**src/hdl/tcw_pkg.sv**
```systemverilog
// ----------------------------------------------------------------------------
// tcw_pkg
// Shared types and constants of the text console writer: the command that
// the front end hands to the back end, and the back end's states.
// ----------------------------------------------------------------------------
package tcw_pkg;

	localparam int POS_W  = 11;
	localparam int CHAR_W = 8;
	localparam int IDX_W  = 11;

	localparam logic [CHAR_W-1:0] CH_CR = 8'h0D;
	localparam logic [CHAR_W-1:0] CH_LF = 8'h0A;

	// Command queue between front and back.
	localparam int QDEPTH = 4;
	localparam int QAW    = 2;

	typedef enum logic [1:0] {
		K_CHAR,
		K_CR,
		K_LF,
		K_READ
	} kind_t;

	typedef struct packed {
		kind_t             kind;
		logic [CHAR_W-1:0] ch;
		logic [IDX_W-1:0]  idx;
	} cmd_t;

	typedef enum logic [2:0] {
		ST_CLEAR,
		ST_IDLE,
		ST_RDWAIT,
		ST_SCROLL,
		ST_WIPE,
		ST_DONE
	} back_st_t;

endpackage

```
**src/hdl/tcw_queue.sv**
```systemverilog
// ----------------------------------------------------------------------------
// tcw_queue
// Short first-in first-out queue of commands between front and back end.
// ----------------------------------------------------------------------------
module tcw_queue import tcw_pkg::*; (
	input  logic clk,
	input  logic arst_n,
	input  logic push,
	input  cmd_t push_cmd,
	output logic full,
	input  logic pop,
	output cmd_t pop_cmd,
	output logic nempty
);

	cmd_t           slot_q [QDEPTH];
	logic [QAW-1:0] wp_q;
	logic [QAW-1:0] rp_q;
	logic [QAW:0]   cnt_q;

	assign full    = (cnt_q == (QAW+1)'(QDEPTH));
	assign nempty  = (cnt_q != '0);
	assign pop_cmd = slot_q[rp_q];

	always_ff @(posedge clk or negedge arst_n) begin
		if (!arst_n) begin
			wp_q  <= '0;
			rp_q  <= '0;
			cnt_q <= '0;
		end else begin
			if (push) begin
				wp_q <= wp_q + 1'b1;
			end
			if (pop) begin
				rp_q <= rp_q + 1'b1;
			end
			if (push && !pop) begin
				cnt_q <= cnt_q + 1'b1;
			end else if (pop && !push) begin
				cnt_q <= cnt_q - 1'b1;
			end
		end
	end

	always_ff @(posedge clk) begin
		if (push) begin
			slot_q[wp_q] <= push_cmd;
		end
	end

endmodule

```
**config.mk**
```make
export PLATFORM = sky130hd
export DESIGN_NAME = tcw_queue
export DESIGN_NICKNAME = d
export VERILOG_FILES = /design/src/hdl/tcw_pkg.sv /design/src/hdl/tcw_queue.sv
export SDC_FILE = /design/constraint.sdc
export NUM_CORES = 1
export LEC_CHECK = 0
export ABC_AREA = 0
export BUFFER_PORTS_ARGS = -buffer_cell sky130_fd_sc_hd__clkbuf_2
export CAP_MARGIN = 10
export CELL_PAD_IN_SITES_DETAIL_PLACEMENT = 1
export CELL_PAD_IN_SITES_GLOBAL_PLACEMENT = 1
export CORE_ASPECT_RATIO = 0.9
export CORE_MARGIN = 1.5
export CORE_UTILIZATION = 45
export DETAILED_ROUTE_END_ITERATION = 8
export MAX_ROUTING_LAYER = met4
export PLACE_DENSITY_LB_ADDON = 0.1
export SETUP_SLACK_MARGIN = 0.5
export SLEW_MARGIN = 30
export SYNTH_ARGS = -nofsm -noshare
export SYNTH_HDL_FRONTEND = slang
export SYNTH_SLANG_ARGS = --single-unit
```
**constraint.sdc**
```tcl
create_clock -name clk -period 2.9 [get_ports clk]
set_input_delay 0.29 -clock clk [delete_from_list [all_inputs] [get_ports clk]]
set_output_delay 0.29 -clock clk [all_outputs]
set_load 0.03 [all_outputs]
```
== Word level (Yosys, flattened, before mapping) ==
Memory sizes are Yosys's and may differ from the RTL's.
Cells that the tools add are included.
Operators by class
  add/subtract/negate cells: 4
  eq/ne operators: 1
  multiplexer cells: 4
  reduce and logical (&&, ||, !) cells: 6
Operators with widths (number)
  2-to-1 mux 3 bit: 2
  adder 2 x 1 -> 2 bit (second input constant): 2
  adder 3 x 1 -> 3 bit (second input constant): 1
  == test 3 bit (second input constant): 1
  nonzero test 3 bit: 1
  subtractor 3 x 1 -> 3 bit (second input constant): 1
  logical AND 1 bit: 2
  zero test 1 bit: 2
  2-to-1 mux 1 bit: 2
  nonzero test 2 bit: 1
Word-level totals
  flip-flop bits (word level): 7
  memory bits (writable): 84
  input port bits: 25
  output and inout port bits: 23
  memories kept: 1
Memory list
  slot_q: depth 4, width 21, rd ports 1, clocked after memory_dff 0, wr ports 1, RTL line tcw_queue.sv:16  | cmd_t slot_q [QDEPTH];

== Longest topological paths before layout ==
  depth after elaboration: 4
  depth in mapped cells: 7
  mapped depth without buffers: 7

== Least setup slack after synthesis ==
Ideal clock, no wire load.
  path kind: reg2reg
  from: register wp_q[0]
  to: memory slot_q[0][0] (netlist name) (enable)
  arrival time: 1.164 ns
  data required time: 2.521 ns
  path slack: 1.357 ns
  cell stages (with the launch flop): 4
  buffers on the path: 0
  period minus slack after synthesis: 1.543 ns
  cell sequence: dfrtp_1 > inv_1 > ha_1 > and2_1
RTL lines
  from (decl): RTL line tcw_queue.sv:17  | logic [QAW-1:0] wp_q;
  from (signal assigned): RTL line tcw_queue.sv:32  | wp_q <= wp_q + 1'b1;
  to (decl): RTL line tcw_queue.sv:16
No word-level cell before the write port.

==> impl_metrics.toml <==
[global_routing]
grt_usage = 0.163
first_global_vias = 1720
overflow = 0
grt_max_degree = 17
antenna_found_initial = 0
grt_pass1_wl_um = 9160

[cells_and_area]
multi_input_area_um2 = 686
antenna_cells = 0
fin_cells = 305
fillers = 692
drive_gt1_frac = 0.421
final_nets = 235
regArea_um2 = 2700
fin_area_um2 = 3990
areaGrowthSynthToFinish_pct = 15.3

[die]
die_w_um = 95.4
core_um2 = 7510
rows = 30
io_pins = 48
chipHeight_um = 86.2
die_area_um2 = 8220
start_util = 0.461

[synth]
synth_nets = 175
synthesis.area_um2 = 3460
yosys_warnings = 0
synth_cells = 144
synth_seq_cells = 91
synth-seq-area-share = 0.780
synth_cell_type_count = 19
avgSynthCellArea_um2 = 24.0

[timing]
worst_pin_slew_ns = 0.665
post-route-min-period_ns = 2.28
fmax_mhz = 439
rsz0062_at_grt = "false"
timing.final.crit_share = 0.786
slew_viol_final = 0
finalSetupViolCount = 0
tns_ns = 0
relSlewSlack = 0.556
hold_viol = 0
hold_slack_ns = 0.155
fin_worst_skew_ns = 0.0102

[power_and_ir_drop]
leakage_nw = 1.42
power_density_nw_per_um2 = 1010
ir_drop_uv = 466

[placement]
numPlacedInstances = 288
post-dp-hpwl_um = 3990
io_buffers = 47
gp_congestion = 0.684
placed_cell_area_um2 = 3800

[drt]
dr_wl_met2_um = 2950
route.met3.wl_um = 208
avgRoutedWirePerCell_um = 18.8
wl_um = 5720
drtPass1Iterations = 4
ant_nets = 0
wl_met1_um = 2490
drt_iter0_drc = 81
drc = 0
num_vias = 1574
via_per_inst = 5.16
top_layer_used = "met4"

[worst_setup_path]
cp_max_fo = 16
crit_start = "rp_q[0]"
path_class = "flop to primary output"
required_ns = 2.61
critPathArrivalTime_ns = 1.99
worstReg2RegStart = "wp_q[0]"
start_kind = "flop"
endpoint_kind = "primary output"

[status]
outcome = "complete, no violations"

[cts]
cts_max_level = 3
post_cts_buffers = 0
cts_root_buf = "clkbuf_8"
insertion_delay_ns = 0.35
tritoncts = "done"
clkTransAtPathRegs_ns = 0.09
cts_made_buffers = 9
cts.sinks = 91
clockBufferDepth = 2

[run]
maxCapViolations = 0

[worst_hold_path]
hp-class = "primary input to flop"
hold_start = "push_cmd[1]"
==> through the flow <==
stage / util / worst slack, ns / power [mW]
after detailed placement: 0.506 / 0.848 / 3.36
after global routing: 0.531 / 0.514 / 4.25
after global placement: 0.506 / 0.865 / 3.29
final: 0.531 / 0.621 / 4.04
after CTS: 0.531 / 0.576 / 4.11
after floorplan: - / 1.36 / 2.99
==> worst paths after layout <==
check,end,slack [ns],cells after the start
max,pop_cmd[13],0.62,3
min,slot_q[2][1],0.15,1
max in group asynchronous,rp_q[0],2.41,2
max reg2reg,slot_q[2][16],1.03,4
min in group asynchronous,cnt_q[0],0.31,2
min reg2reg,cnt_q[2],0.49,1
==> area by class of cell <==
type,count,share of cell area
inverters,4,0.00376
multi-input cells,44,0.172
well taps,96,0.0301
repair buffers,54,0.0728
flip-flops and latches,91,0.677
clock buffers,9,0.0311
clock inverters,7,0.0132
==> cells in the mapped netlist <==
| cell type | number | share of area |
|---|---|---|
| xnor2_1 | 2 | 0.0051 |
| inv_1 | 4 | 0.0043 |
| mux2_2 | 1 | 0.0033 |
| buf_2 | 2 | 0.0029 |
| and2_1 | 4 | 0.0072 |
| xor2_1 | 4 | 0.010 |
| ha_1 | 5 | 0.018 |
| nor3b_1 | 1 | 0.0022 |
| nor2_1 | 1 | 0.0011 |
| buf_12 | 2 | 0.012 |
| buf_6 | 1 | 0.0033 |
| mux4_1 | 3 | 0.023 |
| dfrtp_1 | 7 | 0.051 |
| nand2_1 | 2 | 0.0022 |
| o21ai_0 | 1 | 0.0014 |
| fa_1 | 1 | 0.0058 |
| mux4_2 | 18 | 0.12 |
| edfxtp_1 | 84 | 0.73 |
| or3_1 | 1 | 0.0018 |
==> critical path, cell delays in order, from the launching register on <==
cell and delay, ns:
dfrtp_4 0.63, buf_4 0.27, mux4_2 0.53, clkbuf_2 0.20
==> layout by cell type, fill, tap and decap left out, types with 2 or more instances in the layout <==
master	count
clkbuf_8	9
ha_1	5
clkinvlp_4	2
xor2_1	4
and2_1	4
nand2_1	2
xnor2_1	2
buf_4	6
clkbuf_2	47
dfrtp_1	6
inv_1	4
clkinv_4	2
mux4_2	18
mux4_1	3
edfxtp_1	84
==> where the power goes <==
part,total [mW],switching [mW],internal [mW]
clock,0.744,0.428,0.315
combinational,1.39,0.848,0.546
sequential,1.90,0.170,1.73
==> flip-flops by register name, indices dropped and copies added (netlist names) <==
signal	flops
slot_q	84
cnt_q	3
wp_q	2
rp_q	2
==> cell families (layout without fill, tap and decap cells) <==
logic type | count (synthesis) | after routing | synth area share
mux | 22 | 22 | 0.143
simple gates | 9 | 9 | 0.0145
flops | 91 | 91 | 0.780
fa+ha+maj | 6 | 6 | 0.0239
compound gates | 1 | 1 | 0.00145
xor+xnor | 6 | 6 | 0.0152
buf+inv | 9 | 74 | 0.0221
==> metal layers <==
metal	up-vias	global-route usage
li1	706	-
met1	827	0.210
met2	34	0.251
met3	7	0.0368
met4	0	0.0682
met5	-	-
==> repair_timing <==
action | 4_1_cts | 5_1_grt
setup endpoints to repair | 8 | 0
resized for setup | 1 | 0
hold endpoints to repair | 7 | 0
hold buffers | 1 | 0
Power figures use the tool's default switching activity.
