[config.mk]
export PLATFORM = sky130hd
export DESIGN_NAME = tcw_front
export DESIGN_NICKNAME = d
export VERILOG_FILES = /design/src/hdl/tcw_pkg.sv /design/src/hdl/tcw_front.sv
export SDC_FILE = /design/constraint.sdc
export NUM_CORES = 1
export LEC_CHECK = 0
export BUFFER_PORTS_ARGS = -buffer_cell sky130_fd_sc_hd__buf_4
export CORE_AREA = 5 5 45 63
export DETAILED_ROUTE_END_ITERATION = 7
export DIE_AREA = 0 0 50 68
export PLACE_DENSITY = 0.66
export SLEW_MARGIN = 20
export SYNTH_ARGS = -nofsm -noshare
export SYNTH_HDL_FRONTEND = slang
export SYNTH_SLANG_ARGS = --single-unit
[constraint.sdc]
create_clock -name clk -period 2.48 [get_ports clk]
set_clock_uncertainty 0.05 [all_clocks]
set_input_delay 0.496 -clock clk [delete_from_list [all_inputs] [get_ports clk]]
set_output_delay 0.496 -clock clk [all_outputs]
set_load 0.005 [all_outputs]
[src/hdl/tcw_pkg.sv]
// ----------------------------------------------------------------------------
// tcw_pkg
// Shared types and constants of the text console writer: the command that
// the front end hands to the back end, and the back end's states.
// ----------------------------------------------------------------------------
package tcw_pkg;

	localparam int POS_W  = 11;
	localparam int CHAR_W = 8;
	localparam int IDX_W  = 11;

	localparam logic [CHAR_W-1:0] CH_CR = 8'h0D;
	localparam logic [CHAR_W-1:0] CH_LF = 8'h0A;

	// Command queue between front and back.
	localparam int QDEPTH = 4;
	localparam int QAW    = 2;

	typedef enum logic [1:0] {
		K_CHAR,
		K_CR,
		K_LF,
		K_READ
	} kind_t;

	typedef struct packed {
		kind_t             kind;
		logic [CHAR_W-1:0] ch;
		logic [IDX_W-1:0]  idx;
	} cmd_t;

	typedef enum logic [2:0] {
		ST_CLEAR,
		ST_IDLE,
		ST_RDWAIT,
		ST_SCROLL,
		ST_WIPE,
		ST_DONE
	} back_st_t;

endpackage

[src/hdl/tcw_front.sv]
// ----------------------------------------------------------------------------
// tcw_front
// Request front end: takes requests, classifies them into commands and
// pushes them into the command queue.
// ----------------------------------------------------------------------------
module tcw_front import tcw_pkg::*; (
	input  logic              clk,
	input  logic              arst_n,
	input  logic              req_valid,
	output logic              req_stall,
	input  logic              op,
	input  logic [CHAR_W-1:0] char_code,
	input  logic [IDX_W-1:0]  cell_index,
	input  logic              clearing,
	output logic              push,
	output cmd_t              push_cmd,
	input  logic              q_full
);

	logic vld_s1;
	cmd_t cmd_s1;
	cmd_t cmd_new;
	logic take;

	always_comb begin
		cmd_new.ch  = char_code;
		cmd_new.idx = cell_index;
		if (op) begin
			cmd_new.kind = K_READ;
		end else if (char_code == CH_CR) begin
			cmd_new.kind = K_CR;
		end else if (char_code == CH_LF) begin
			cmd_new.kind = K_LF;
		end else begin
			cmd_new.kind = K_CHAR;
		end
	end

	assign push      = vld_s1 && !q_full;
	assign push_cmd  = cmd_s1;
	assign req_stall = clearing || (vld_s1 && q_full);
	assign take      = req_valid && !req_stall;

	always_ff @(posedge clk or negedge arst_n) begin
		if (!arst_n) begin
			vld_s1 <= 1'b0;
		end else if (take) begin
			vld_s1 <= 1'b1;
		end else if (push) begin
			vld_s1 <= 1'b0;
		end
	end

	always_ff @(posedge clk) begin
		if (take) begin
			cmd_s1 <= cmd_new;
		end
	end

endmodule

# Yosys cells after proc, flatten, opt, wreduce, memory -nomap -nowiden
# Cells that the tools add are included.
# W data, S select, Z words.
dict set report word_totals {
  ramBits 0
  ff_bits 22
  memories 0
  out_inout_bits 23
  inputBits 25
  romBits 0
  latch_bits 0
}
dict set report op_classes {
  shifts 0
  muxes 4
  n_reduce_logical 8
  add_sub_neg 0
  magnitude_cmp 0
  div_mod_pow 0
  n_mul 0
  eq_ne 2
  bitwise 0
}
# op n
set ops {}
lappend ops {{$eq A8 B4 Y1 const B} 2}
lappend ops {{$mux W2} 2}
lappend ops {{$logic_and A1 B1 Y1} 3}
lappend ops {{$logic_not A1 Y1} 2}
lappend ops {{$mux W1} 2}
lappend ops {{$reduce_bool A2 Y1} 1}
lappend ops {{$reduce_or A2 Y1} 1}
lappend ops {{$logic_or A1 B1 Y1} 1}

# Longest topological paths before layout
# Gate-level depths: netlist of run 1.
dict set report logic_depth {
  ltp_word 5
  mapped_depth 2
  mapped_depth_nobuf 2
}

# Least setup slack after synthesis of run 1
# Ideal clock, no wire load.
dict set report synth_path {
  kind {input to register}
  from {input port clearing}
  to {register cmd_s1, in the netlist push_cmd[0], enable pin}
  n_path_buf 0
  arrival_ns 1.706
  slack_ns 0.318
  stages 2
  cell_sequence {nand2b_1 > a21oi_1}
}
dict set report synth_between {
  elab_chain_len 3
}
# element line_no
set synth_rtl {}
lappend synth_rtl {{start: declaration} tcw_front.sv:14} ;# input logic clearing,
lappend synth_rtl {{$logic_or A1 B1 Y1} tcw_front.sv:41} ;# assign req_stall = clearing || (vld_s1 && q_full);
lappend synth_rtl {{$logic_not A1 Y1} tcw_front.sv:42} ;# assign take = req_valid && !req_stall;
lappend synth_rtl {{$logic_and A1 B1 Y1} tcw_front.sv:42}
lappend synth_rtl {{via take} tcw_front.sv:23} ;# logic take;
lappend synth_rtl {{end signal: assignment} tcw_front.sv:56} ;# cmd_s1 <= cmd_new;
lappend synth_rtl {{end: declaration} tcw_front.sv:21} ;# cmd_t cmd_s1;
# The timed path passes the listed nets, and every way through them passes these cells.
# A chain may end at the register's enable or synchronous reset.

# Worst setup path in the final report of run 1
dict set report layout_path {
  from {register vld_s1}
  to {output port req_stall}
}
dict set report layout_between {
  elab_chain_len 2
}
# element line_no
set layout_rtl {}
lappend layout_rtl {{start: declaration} tcw_front.sv:20} ;# logic vld_s1;
lappend layout_rtl {{start signal: assignment} tcw_front.sv:46} ;# vld_s1 <= 1'b0;
lappend layout_rtl {{start signal: assignment} tcw_front.sv:48} ;# vld_s1 <= 1'b1;
lappend layout_rtl {{start signal: assignment} tcw_front.sv:50} ;# vld_s1 <= 1'b0;
lappend layout_rtl {{$logic_and A1 B1 Y1} tcw_front.sv:41}
lappend layout_rtl {{$logic_or A1 B1 Y1} tcw_front.sv:41}
lappend layout_rtl {{end: declaration} tcw_front.sv:10} ;# output logic req_stall,
# Every way passes these cells.

==> results of run 1 <==
-- state kept, by name (all words and copies together) (netlist names) --
register	flops
push_cmd	21
vld_s1	1
-- where the power goes --
group	internal, mW	switching [mW]	total, mW
clock	0.163	0.100	0.264
sequential	0.426	0.00509	0.431
combinational	0.0484	0.0272	0.0756
-- logic make-up after synthesis --
family / after synthesis / share of synthesized area (%)
DFF: 22 / 89.9
AOI/OAI and AO/OA: 3 / 3.43
and+or+nand+nor: 9 / 6.69
-- per-layer routing --
layer	GRT usage, %	vias to the layer above	wire, µm
met4	7.87	0	48
li1	-	241	-
met3	3.49	4	153
met1	9.65	225	583
met5	0	-	0
met2	15.4	32	740
-- cells in the final DEF (no fill, tap or decap) --
master | synthesis | routed
nor2b_1 | 1 | 1
a21oi_2 | 0 | 1
nand2_1 | 2 | 2
bufinv_16 | 0 | 1
dfrtp_1 | 1 | 1
buf_4 | 0 | 48
and3b_1 | 1 | 1
a41o_1 | 2 | 2
clkbuf_4 | 0 | 3
nand2b_1 | 2 | 2
nor2_1 | 2 | 2
edfxtp_1 | 21 | 21
nor4_1 | 1 | 1
dlygate4sd3_1 | 0 | 1
-- cell type report --
type                    count  area, µm²  area share, %
clock buffers               3       22.5           1.90
clock inverters             1       30.0           2.53
multi-input cells          12       77.6           6.55
flip-flops and latches     22        656           55.3
well taps                  23       28.8           2.43
repair buffers             49        370           31.3
-- stage by stage --
step	hold slack, ns	cells	cell area (µm²)	power (mW)
after floorplan	0.150	34	729	0.454
after global placement	0.222	105	1120	0.513
after detailed placement	0.225	105	1120	0.516
after CTS	0.298	110	1180	0.779
after global routing	0.284	110	1180	0.807
final	0.311	110	1180	0.771
-- timing repair --
item	in CTS	in global routing
endpoints found under the hold margin	1	0
hold buffers	1	0
endpoints found under the setup margin	0	0
-- final timing paths --
kind	startpoint	end	slack, ns	cells after the start
setup / recovery	vld_s1	req_stall	0.94	3
hold / removal	cell_index[0]	push_cmd[0]	0.31	1
setup reg to reg	vld_s1	push_cmd[17]	1.31	2
hold reg to reg	vld_s1	vld_s1	0.53	2
max in group asynchronous	arst_n	vld_s1	1.85	2
min in group asynchronous	arst_n	vld_s1	0.45	2
==> flow_metrics.tcl, run 1 <==
set metrics [dict create \
    status "complete, no violations" \
    path_cells "nand2_1 > nand2b_1 > buf_4" \
    slew_headroom_pct 82.8 \
    io_buffers 47 \
    synth_edf_count 21 \
    synth_area_leaders "edfxtp_1 (86%), dfrtp_1 (3.4%), a41o_1 (2.7%), nand2b_1 (1.7%), and3b_1 (1.2%)" \
    drt-total-wl_um 1530 \
    die_y_um 68 \
    rsz0062_at_grt "false" \
    vdd_drop_max_v 0.000414 \
    diodes 0 \
    vias_per_cell 4.56 \
    hp-class "in2reg" \
    pin_count 48 \
    clkLatencyLatePin_ns 0.30 \
    async_flop_share_pct 4.55 \
    start_util_pct 32.3 \
    drt_iter0_markers 3 \
    fin_crit_sh_pct 62.3 \
    drt.antenna.violating_nets 0 \
    avgSynthCellArea_um2 21.5 \
    drive_gt1_share_pct 60.9 \
    yosys.area.top_type "edfxtp_1" \
    crit_slowest_cell "dfrtp_1" \
    synth-seq-area-share_pct 89.9 \
    drc 0 \
    fmax_mhz 648 \
    grt_pass1_vias 478 \
    num_rows 21 \
    die_w_um 50 \
    required_ns 1.93 \
    syn_nets 59 \
    arrival_ns 1.00 \
    worst_pin_slew_ns 0.256 \
    critPathBufInv 1 \
    htreeDepth 1 \
    layout.nets 113 \
    worst_path_largest_cell_delay_ns 0.42 \
    dr.pass1.iters 2 \
    syn_area_um2 729 \
    antenna_found_initial 0 \
    cts_setup_buffers 0 \
    synth_top_area_share_pct 86.4 \
    ys_warn_count 0 \
    crit_path_max_fanout 3 \
    clockBufferDepth 2 \
    yosysUniqueCellTypes 10 \
    area_delta_synth_final_pct 62.4 \
    overflow 0 \
    finalHoldViolCount 0 \
    synth_flop_cell "edfxtp_1" \
    synth_seq_cells 22 \
    fin_setup_tns_ns 0 \
    grt_max_degree 22 \
    yosysMostFrequentCell "edfxtp_1" \
    wl_per_cell_um 13.9 \
    post_cts_resize_count 0 \
    p_leak_nw 0.512 \
    utilization_pct 52.4 \
    pre_cts_ws_ns 0.952 \
    drv_slew 0 \
    netlist_instances 34 \
    path_class "reg2out" \
    crit_path_end_kind "output pin" \
    grt.total_usage_pct 9.52 \
    cts_buffers 3 \
    period_needed_ns 1.54 \
    setup_viol 0 \
    place.gp.congestion 0.639 \
    maxCapViolCount 0 \
    cts.sinks 22 \
    vias 502 \
    core-area_um2 2260 \
    cts_root_buf "clkbuf_4" \
    critical-path-top-delay-family "flip-flops" \
    power_density_nw_per_um2 650 \
    cts_tree "done" \
    grt_pass1_wl_um 2280 \
    die-area_um2 3400 \
    nFillCells 193 \
    cp-start-kind "flip-flop" \
    path_clk_slew_ns 0.11 \
    yosys-top-cells-count "edfxtp_1 (21), a41o_1 (2), nand2_1 (2), nand2b_1 (2), nor2_1 (2)" \
    setup_ws_ns 0.936 \
]
Note: power is estimated with default switching activity, not from simulation.
==> inputs of run 2 (changes only) <==
PLACE_DENSITY = 0.68   (was 0.66)
clock period = 1.39 ns   (was 2.48 ns; I/O delays follow)
==> run 2 against run 1 <==
Combinational power is 90% higher. Hold slack worse by 0.21 ns. Die area is the same. Non-clock buffer count unchanged. Register-to-register slack worse by 1.0 ns. Final cell count unchanged. Sequential power up 78%. Total power up 55%. Via count decreased by 0.80%. Routed wire length increased by 7.8%. Sequential share of layout area increased by 0.29 points. Critical path type unchanged. Critical endpoint unchanged. Largest cell class unchanged. Largest power group unchanged.
==> flow_metrics.tcl, run 2 (synthesized netlist as in run 1, its figures left out) <==
set metrics [dict create \
    stdcell_count 110 \
    path_clk_slew_ns 0.11 \
    drt-total-wl_um 1650 \
    dr.pass1.iters 4 \
    drt_iter0_markers 9 \
    final_common_cell "buf_4" \
    grt_pass1_vias 506 \
    die_y_um 68 \
    worst_path_largest_cell_delay_ns 0.44 \
    utilization_pct 52.2 \
    clockBufferDepth 2 \
    met2_usage_pct 15.7 \
    drive_gt1_share_pct 59.8 \
    diodes 0 \
    nFillCells 203 \
    power_density_nw_per_um2 1020 \
    area_delta_synth_final_pct 61.6 \
    crit_path_end_kind "output pin" \
    arrival_ns 1.01 \
    placedCellCount 105 \
    drv_slew 0 \
    die-area_um2 3400 \
    vdd_drop_max_v 0.000463 \
    start_util_pct 32.3 \
    vias_per_cell 4.53 \
    status "complete, no violations" \
    cts_buffers 3 \
    cp-start-kind "flip-flop" \
    use_met1_pct 11.4 \
    period_needed_ns 1.34 \
    vias 498 \
    required_ns 1.06 \
    antenna_found_initial 0 \
    worst_pin_slew_ns 0.222 \
    place.gp.congestion 0.644 \
    cts_setup_buffers 0 \
    io_buffers 47 \
    grt_max_degree 22 \
    path_cells "nand2_1 > nand2b_1 > buf_4" \
    setup_viol 0 \
    cts.sinks 22 \
    crit_path_max_fanout 3 \
    pin_count 48 \
    grt.total_usage_pct 10.3 \
    cts_tree "done" \
    p_leak_nw 0.504 \
    core-area_um2 2260 \
    rsz0062_at_grt "false" \
    layout.nets 113 \
    fmax_mhz 746 \
    drc 0 \
    grt_use_met3_pct 5.23 \
    holdWs_ns 0.103 \
    clkLatencyLatePin_ns 0.29 \
    largest_reg_flops 21 \
    fin_setup_tns_ns 0 \
    maxCapViolCount 0 \
    grt_busiest_layer "met2" \
    wl_per_cell_um 15.0 \
    overflow 0 \
    finalHoldViolCount 0 \
    fin_crit_sh_pct 96.4 \
    num_rows 21 \
    slew_headroom_pct 85.1 \
    hp-class "in2reg" \
    die_w_um 50 \
    htreeDepth 1 \
    drt.antenna.violating_nets 0 \
    grt_pass1_wl_um 2600 \
    path_class "reg2out" \
    final_cell_mix "buf_4 (47), edfxtp_1 (21), clkbuf_4 (3)" \
    crit_slowest_cell "dfrtp_1" \
    cts_root_buf "clkbuf_4" \
]
## run 2: cell types whose count changed in the layout (fill, tap and decap cells not counted)
cell       delta
a21oi_2       -1
a21oi_4       +1
buf_12        +1
buf_4         -1
bufinv_16     -1
clkbuf_1      +1
## run 2: routing by layer
layer,part of all wire (%),vias up
met5,0,-
met4,0.55,0
met3,12,2
met2,51,28
met1,37,230
li1,-,238
## run 2: per-stage QoR
step | area (µm²) | total power, mW | setup WS [ns]
after floorplan | 741 | 0.813 | 0.0982
after global placement | 1140 | 0.924 | 0.156
after detailed placement | 1140 | 0.929 | 0.121
after CTS | 1180 | 1.21 | 0.0449
after global routing | 1180 | 1.25 | 0.00665
final | 1180 | 1.20 | 0.0504
## run 2: final timing paths
check,cells past startpoint,slack (ns),start,end
max,3,0.05,vld_s1,req_stall
min,1,0.10,cell_index[4],push_cmd[4]
max reg2reg,2,0.28,vld_s1,push_cmd[7]
min reg2reg,2,0.55,vld_s1,vld_s1
max in group asynchronous,2,0.97,arst_n,vld_s1
min in group asynchronous,2,0.24,arst_n,vld_s1
## run 2: power by group
| group | internal [mW] | switching, mW |
|---|---|---|
| combinational | 0.0916 | 0.0522 |
| clock | 0.112 | 0.172 |
| sequential | 0.760 | 0.00933 |
| total | 0.963 | 0.234 |
## run 2: what timing repair did
action | in CTS | in global routing
gates resized for setup | 0 | 0
hold buffers | 1 | 0
endpoints found under the hold margin | 1 | 0
## run 2: final cells by class
type / count / area (µm²) / area share (%)
Tap cell: 23 / 28.8 / 2.44
Multi-Input combinational cell: 12 / 85.1 / 7.22
Timing Repair Buffer: 49 / 383 / 32.5
Clock buffer: 4 / 26.3 / 2.23
Sequential cell: 22 / 656 / 55.6
## run 2: worst max-delay path, delay by kind of cell, from the launching register on
| family | cells | cell delay, ns |
|---|---|---|
| buf+inv | 1 | 0.13 |
| flops | 1 | 0.44 |
| simple gates | 2 | 0.16 |
==> inputs of run 3 (changes only) <==
PLACE_DENSITY = 0.66   (was 0.68)
clock period = 1.4 ns   (was 1.39 ns; I/O delays follow)
==> run 3 against run 2 <==
Critical endpoint unchanged. Final area rose by 0.64%. Critical path depth did not move. Die area did not move. Largest power group unchanged. Global-route usage fell by 0.90 points. Routed wire length fell by 8.1%. Register-to-register slack got worse by 0.07 ns. Clock power fell by 5%. Sequential power fell by 0.8%. Via count rose by 1.8%.
==> flow_metrics.tcl, run 3 (synthesized netlist as in run 1, its figures left out) <==
set metrics [dict create \
    cts.sinks 22 \
    status "complete, no violations" \
    die_w_um 50 \
    drive_gt1_share_pct 60.2 \
    drt.antenna.violating_nets 0 \
    hpwl_um 1280 \
    num_rows 21 \
    maxCapViolCount 0 \
    slew_headroom_pct 80.1 \
    cp-start-kind "flip-flop" \
    drv_slew 0 \
    die_y_um 68 \
    pre_cts_ws_ns 0.144 \
    critPathBufInv 1 \
    crit_path_end_kind "output pin" \
    fmax_mhz 774 \
    stdcell_area_um2 1190 \
    grt_max_degree 22 \
    setup_viol 0 \
    finalHoldViolCount 0 \
    required_ns 1.07 \
    post_cts_resize_count 0 \
    setup_ws_ns 0.108 \
    antenna_found_initial 0 \
    route.met3.wl_um 186 \
    largest_reg_flops 21 \
    arrival_ns 0.96 \
    highest_layer "met4" \
    worst_pin_slew_ns 0.295 \
    final_cell_mix "buf_4 (48), edfxtp_1 (21), clkbuf_4 (3)" \
    cts_buffers 3 \
    met2WireLength_um 721 \
    wl_per_cell_um 13.6 \
    utilization_pct 52.5 \
    fin_crit_sh_pct 92.3 \
    vdd_drop_max_v 0.000445 \
    drc 0 \
    post_dp_cell_area_um2 1140 \
    core-area_um2 2260 \
    cts_root_buf "clkbuf_4" \
    period_needed_ns 1.29 \
    vias_per_cell 4.57 \
    area_delta_synth_final_pct 62.6 \
    path_class "reg2out" \
    io_buffers 47 \
    clkLatencyLatePin_ns 0.29 \
    vias 507 \
    die-area_um2 3400 \
    grt_pass1_vias 499 \
    htreeDepth 1 \
    crit_path_max_fanout 3 \
    dr.pass1.iters 2 \
    place.gp.congestion 0.629 \
    drt-total-wl_um 1510 \
    start_util_pct 32.3 \
    diodes 0 \
    critical-path-top-delay-family "flip-flops" \
    grt_pass1_wl_um 2330 \
    fin_setup_tns_ns 0 \
    final_common_cell "buf_4" \
    worst_path_largest_cell_delay_ns 0.40 \
    pin_count 48 \
    clockBufferDepth 2 \
    power_density_nw_per_um2 995 \
    path_cells "nand2_1 > nand2b_1 > buf_4" \
    wl_met1_um 583 \
    crit_slowest_cell "dfrtp_1" \
    drt_iter0_markers 4 \
    rsz0062_at_grt "false" \
    cts_tree "done" \
    holdWs_ns 0.101 \
    path_clk_slew_ns 0.11 \
    layout.nets 114 \
    p_leak_nw 0.509 \
    hp-class "in2reg" \
    grt.total_usage_pct 9.36 \
    overflow 0 \
]
-- run 3: metrics by stage --
| step | total power [mW] | cells |
|---|---|---|
| global placement | 0.918 | 105 |
| global route | 1.24 | 111 |
| detailed placement | 0.922 | 105 |
| floorplan | 0.807 | 34 |
| CTS | 1.20 | 110 |
| finish | 1.18 | 111 |
-- run 3: final cells by class --
cell class	count	area [µm²]
multi-input cells	12	85.1
well taps	23	28.8
repair buffers	50	390
flip-flops and latches	22	656
fillers	196	1070
clock buffers	3	22.5
clock inverters	1	3.75
-- run 3: timing repair --
action | CTS | global route
hold buffers | 1 | 0
buffers inserted | 0 | 1
endpoints found under the hold margin | 1 | 0
endpoints found under the setup margin | 0 | 2
-- run 3: routing by layer --
layer | GRT usage, % | up-vias
li1 | - | 244
met1 | 10.7 | 227
met2 | 14.0 | 34
met3 | 3.70 | 2
met4 | 6.89 | 0
met5 | 0 | -
-- run 3: final timing paths --
kind                           startpoint           end  slack (ns)  depth (start not counted)
min reg2reg                        vld_s1        vld_s1        0.47                          2
min                        cell_index[10]  push_cmd[10]        0.10                          1
max                                vld_s1     req_stall        0.11                          3
min in group asynchronous          arst_n        vld_s1        0.23                          2
max in group asynchronous          arst_n        vld_s1        0.99                          2
max reg2reg                        vld_s1   push_cmd[8]        0.21                          3
-- run 3: power breakdown --
group	switching, mW	total (mW)	internal (mW)
Sequential	0.00826	0.763	0.755
Clock	0.167	0.271	0.104
Combinational	0.0523	0.146	0.0939
